$ cat src/rtl/core/pe_pkg.sv
// Package with shared types, constants and helper functions for the particle Euler update.
package pe_pkg;

  // Default number of color gradient steps.
  localparam int unsigned GRADIENT_STEPS_DEF = 100;

  // Configuration port geometry.
  localparam int unsigned CFG_IDX_W  = 2;
  localparam int unsigned CFG_DATA_W = 32;

  // Width of a Q16.16 sum before saturation: 48 bits of floored product plus sign growth.
  localparam int unsigned SUM_W = 49;

  // Configuration register indexes.
  typedef enum logic [CFG_IDX_W-1:0] {
    CFG_FRICTION  = 2'd0,
    CFG_GRAVITY_X = 2'd1,
    CFG_GRAVITY_Y = 2'd2,
    CFG_MAX_AGE   = 2'd3
  } cfg_idx_e;

  // Reset values of the configuration registers.
  localparam logic [30:0]        FRICTION_RST  = 31'd65536;
  localparam logic signed [31:0] GRAVITY_X_RST = 32'sh0000_0000;
  localparam logic signed [31:0] GRAVITY_Y_RST = 32'shFFFF_0000;
  localparam logic [30:0]        MAX_AGE_RST   = 31'd655360;

  // One particle record as it comes in.
  typedef struct packed {
    logic signed [31:0] pos_x;
    logic signed [31:0] pos_y;
    logic signed [31:0] vel_x;
    logic signed [31:0] vel_y;
    logic [30:0]        age_in;
    logic [3:0]         pair_in;
    logic               alive_in;
    logic [30:0]        time_step;
  } pe_in_t;

  // One updated particle record.
  typedef struct packed {
    logic signed [31:0] new_pos_x;
    logic signed [31:0] new_pos_y;
    logic signed [31:0] new_vel_x;
    logic signed [31:0] new_vel_y;
    logic [30:0]        new_age;
    logic [3:0]         pair_out;
    logic               alive_out;
    logic               draw_now;
    logic [6:0]         gradient_step;
  } pe_out_t;

  // Configuration register contents.
  typedef struct packed {
    logic [30:0]        friction_factor;
    logic signed [31:0] gravity_x;
    logic signed [31:0] gravity_y;
    logic [30:0]        max_age;
  } pe_cfg_t;

  // Motion part of a result.
  typedef struct packed {
    logic signed [31:0] new_pos_x;
    logic signed [31:0] new_pos_y;
    logic signed [31:0] new_vel_x;
    logic signed [31:0] new_vel_y;
    logic [3:0]         pair_out;
  } pe_kin_t;

  // Age and drawing part of a result.
  typedef struct packed {
    logic [30:0] new_age;
    logic        alive_out;
    logic        draw_now;
    logic [6:0]  gradient_step;
  } pe_age_t;

  // Clamp a wide signed sum to the 32-bit signed range.
  function automatic logic signed [31:0] sat32(input logic signed [SUM_W-1:0] v);
    logic same;
    same = (v[SUM_W-1:31] == '0) || (v[SUM_W-1:31] == '1);
    if (same) begin
      return v[31:0];
    end else if (v[SUM_W-1]) begin
      return 32'sh8000_0000;
    end else begin
      return 32'sh7FFF_FFFF;
    end
  endfunction

endpackage

$ cat src/rtl/core/pe_cfg_regs.sv
// Configuration register file of the particle Euler update.
module pe_cfg_regs (
  input  logic                            clk_i,
  input  logic                            rst_ni,
  input  logic                            cfg_we_i,
  input  logic [pe_pkg::CFG_IDX_W-1:0]    cfg_idx_i,
  input  logic [pe_pkg::CFG_DATA_W-1:0]   cfg_wdata_i,
  output pe_pkg::pe_cfg_t                 cfg_o
);

  pe_pkg::pe_cfg_t cfg_q;

  // Each write lands in the register selected by the index.
  always_ff @(posedge clk_i or negedge rst_ni) begin
    if (!rst_ni) begin
      cfg_q.friction_factor <= pe_pkg::FRICTION_RST;
      cfg_q.gravity_x       <= pe_pkg::GRAVITY_X_RST;
      cfg_q.gravity_y       <= pe_pkg::GRAVITY_Y_RST;
      cfg_q.max_age         <= pe_pkg::MAX_AGE_RST;
    end else if (cfg_we_i) begin
      case (pe_pkg::cfg_idx_e'(cfg_idx_i))
        pe_pkg::CFG_FRICTION:  cfg_q.friction_factor <= cfg_wdata_i[30:0];
        pe_pkg::CFG_GRAVITY_X: cfg_q.gravity_x       <= cfg_wdata_i;
        pe_pkg::CFG_GRAVITY_Y: cfg_q.gravity_y       <= cfg_wdata_i;
        pe_pkg::CFG_MAX_AGE:   cfg_q.max_age         <= cfg_wdata_i[30:0];
        default: ;
      endcase
    end
  end

  assign cfg_o = cfg_q;

endmodule

$ cat config.mk
export PLATFORM = sky130hd
export DESIGN_NAME = pe_cfg_regs
export DESIGN_NICKNAME = d
export VERILOG_FILES = /design/src/rtl/core/pe_pkg.sv /design/src/rtl/core/pe_cfg_regs.sv
export SDC_FILE = /design/constraint.sdc
export NUM_CORES = 1
export LEC_CHECK = 0
export ABC_AREA = 1
export BUFFER_PORTS_ARGS = -buffer_cell sky130_fd_sc_hd__buf_2
export CAP_MARGIN = 30
export CORE_UTILIZATION = 51
export CTS_BUF_LIST = sky130_fd_sc_hd__clkbuf_16
export DETAILED_ROUTE_END_ITERATION = 16
export GPL_TIMING_DRIVEN = 1
export MAX_ROUTING_LAYER = met4
export PLACE_DENSITY = 0.92
export SLEW_MARGIN = 40
export SYNTH_ARGS = -nofsm -noshare
export SYNTH_HDL_FRONTEND = slang
export SYNTH_SLANG_ARGS = --single-unit
$ cat constraint.sdc
create_clock -name clk_i -period 0.8 [get_ports clk_i]
set_input_delay 0.16 -clock clk_i [delete_from_list [all_inputs] [get_ports clk_i]]
set_output_delay 0.16 -clock clk_i [all_outputs]
set_load 0.03 [all_outputs]
==> flow_summary_export.csv <==
group,metric,value,unit
synth,yosys.area_share.adder,0,%
floorplanning,initial_core_util,52.5,%
global_route,number_of_global_route_vias_before_repair,5427,
timing,clock-skew-final,0,ns
synth,muxShareOfSynthArea,0,%
power_and_ir_drop,power-per-cell-area,2860,nW/um^2
synth,synth-seq-area-share,61.9,%
worst_setup_path,worst-endpoint-required,0.64,ns
global_route,number_of_antenna_violations_at_the_first_check_in_global_routing,0,
global_route,grt_use_met1,45.2,%
timing,period_share,160,%
hold_path,hold_class,"input port to flip-flop",
cells_and_area,fin_area,8260,um^2
cells_and_area,largest_register_ff_count,126,
cells_and_area,flow.area_growth_from_synthesis,60.9,%
place,dpl_worst_slack,-0.297,ns
timing,max_clock_freq,783,MHz
timing,final_period_minus_worst_setup_slack,1.28,ns
global_route,global_route.peak_usage_layer,"met2",
hold_path,timing.hold.worst.start,"cfg_wdata_i[27]",
timing,setup_viol,142,
place,io_buffers,162,
worst_setup_path,crit_chain,"buf_6",
synth,synth_seq_cells,126,
timing,final-hold-violation-count,0,
synth,yosysWarningCount,0,
cells_and_area,antenna_cells_inserted,0,
worst_setup_path,timing.setup.critical_path_class,"flip-flop to primary output",
flow_run,max_cap_viol_count,0,
synth,synthCells,560,
clock_tree,numCtsBuffers,17,
cells_and_area,fill_cells,500,
timing,slew_violations,0,
global_route,grt_pass1_wl,28.5,mm
detailed_routing,dr_total_vias,5663,
detailed_routing,detail_route.wirelength,19.6,mm
cells_and_area,final_common_cell,"sky130_fd_sc_hd__nand2_1",
place,finalWeightedCongestion,0.896,
global_route,global_route.usage.met3,9.78,%
detailed_routing,detailed_route_drc_error_count,0,
place,dp_wirelength,10.4,mm
clock_tree,cts.reportedPaths.clkPinSlew,0.06,ns
cells_and_area,final-seq-area,3180,um^2
worst_setup_path,critical_path_buf_inv_count,1,
timing,final_tns_setup,-44.05,ns
status,outcome,"finished, violations left",
global_route,largest_net_degree_at_the_start_of_global_routing,57,
synth,compound_gate_portion_of_the_synthesized_area,0,%
cells_and_area,multi_input_comb_area,1760,um^2
worst_setup_path,regToRegStartpoint,"cfg_o[117]",
worst_setup_path,critPathLaunchType,"flip-flop",
clock_tree,htree_levels,4,
power_and_ir_drop,ir_drop,0.00175,V
place,placement.cell_area,6270,um^2
worst_setup_path,slowest_delay,0.56,ns
worst_setup_path,crit_slowest_cell,"sky130_fd_sc_hd__dfstp_2",
clock_tree,ctsRootBufferMaster,"sky130_fd_sc_hd__clkbuf_16",
timing,grt_setup_unrepaired,"true",
clock_tree,worst_skew_pair.late_latency,0.41,ns
floorplanning,die_width,102,um
clock_tree,cts.sink_count,126,
synth,synth_area_per_cell,9.17,um^2
floorplanning,dieArea,10500,um^2
synth,syn_nets,597,
detailed_routing,detail_route.first_pass.iterations,8,
worst_setup_path,setup.worst_path.end_class,"primary output",
status,violations,"negative setup slack",
cells_and_area,drive_gt1_share,40.9,%
worst_setup_path,startpoint,"cfg_o[111]",
clock_tree,clk_path_buf_depth,2,
detailed_routing,drt.antenna.violating_nets,0,
worst_setup_path,critical_path.top_delay_family,"flip-flops",
detailed_routing,route.detailed.wl_per_inst,20.7,um
timing,layout_setup_ws,-0.477,ns
detailed_routing,post_drt_via_cell_ratio,5.98,
worst_setup_path,worst-endpoint-arrival,1.12,ns
timing,worst_slew_slack_as_a_fraction_of_its_limit,75.6,%
global_route,gr_ovfl_total,0,
synth,synthesis.area,5140,um^2
synth,post_synth_xor_area_fraction,0,%
floorplanning,die_y,102,um
cells_and_area,final_core_utilization,84.5,%
global_route,globalRouteTotalUtil,38.3,%
timing,worstMarginPinSlew,0.366,ns
cells_and_area,finish.net_count,838,
synth,yosys.area_share.simple,33.4,%
detailed_routing,detail_route.iter0.violations,633,
floorplanning,num_rows,36,
synth,yosys.cell_types.count,9,
timing,whs,0.0196,ns
clock_tree,cts_tree,"done",
global_route,use_met2,60.7,%
cells_and_area,commonest_cells_after_routing_fill_and_taps_aside,"sky130_fd_sc_hd__nand2_1 (238), sky130_fd_sc_hd__buf_6 (133), sky130_fd_sc_hd__dfrtp_1 (107), sky130_fd_sc_hd__nand4_1 (95), sky130_fd_sc_hd__buf_4 (92)",
worst_setup_path,worst-path-max-fanout,2,
floorplanning,floorplan.io_pins,163,
power_and_ir_drop,leakagePower,4.38,nW
floorplanning,core_region_area,9770,um^2
synth,synth_top_family_by_area,"simple AND/OR/NAND/NOR gates",
## cells in the mapped netlist
cell / instances / area (um^2)
sky130_fd_sc_hd__nor2_1: 1 / 3.75
sky130_fd_sc_hd__dfstp_2: 19 / 499
sky130_fd_sc_hd__dfrtp_1: 107 / 2680
sky130_fd_sc_hd__nand2_1: 253 / 950
sky130_fd_sc_hd__nand3_1: 34 / 170
sky130_fd_sc_hd__buf_2: 40 / 200
sky130_fd_sc_hd__nand4_1: 95 / 594
sky130_fd_sc_hd__clkbuf_1: 9 / 33.8
sky130_fd_sc_hd__inv_2: 2 / 7.51
## power by group
| group | total [mW] | internal [mW] | switching, mW |
|---|---|---|---|
| Combinational | 7.50 | 3.29 | 4.21 |
| Sequential | 8.44 | 7.52 | 0.925 |
| Clock | 7.70 | 4.82 | 2.88 |
| Total | 23.6 | 15.6 | 8.01 |
## per-stage QoR
stage | std cells | total power [mW]
after floorplan | 560 | 11.3
after global placement | 841 | 13.1
after detailed placement | 841 | 13.3
after CTS | 912 | 22.6
after global routing | 947 | 24.3
final | 947 | 23.6
## final timing paths
check	cells past startpoint	slack [ns]	end
max	1	-0.48	cfg_o[111]
min	3	0.02	cfg_o[58]
max reg2reg	4	-0.10	cfg_o[117]
min reg2reg	2	0.48	cfg_o[62]
max in group asynchronous	3	0.11	cfg_o[4]
min in group asynchronous	2	0.13	cfg_o[121]
## final cells by class
class / instances / share of cell area [%]
Tap cell: 133 / 2.01
Clock buffer: 17 / 5.15
Clock inverter: 15 / 1.88
Multi-Input combinational cell: 383 / 21.3
Sequential cell: 126 / 38.4
Inverter: 2 / 0.0909
Timing Repair Buffer: 271 / 31.1
## cells by family after synthesis
kind of cell,Yosys count
and+or+nand+nor,383
buffers and inverters,51
DFF,126
## what timing repair did
action / CTS / global route
endpoints found under the setup margin: 126 / 136
pin swaps: 0 / 7
hold buffers: 3 / 0
gates resized for setup: 252 / 22
endpoints found under the hold margin: 91 / 0
setup buffers: 36 / 37
## per-layer routing
layer  wire length (um)  vias up  part of all wire [%]
met2               9700      466                    49
met4                983        0                   5.0
li1                   -     2358                     -
met3               1950      111                    10
met5                  0        -                     0
met1               6980     2728                    36
No activity file was read; power rests on OpenSTA's default activity.
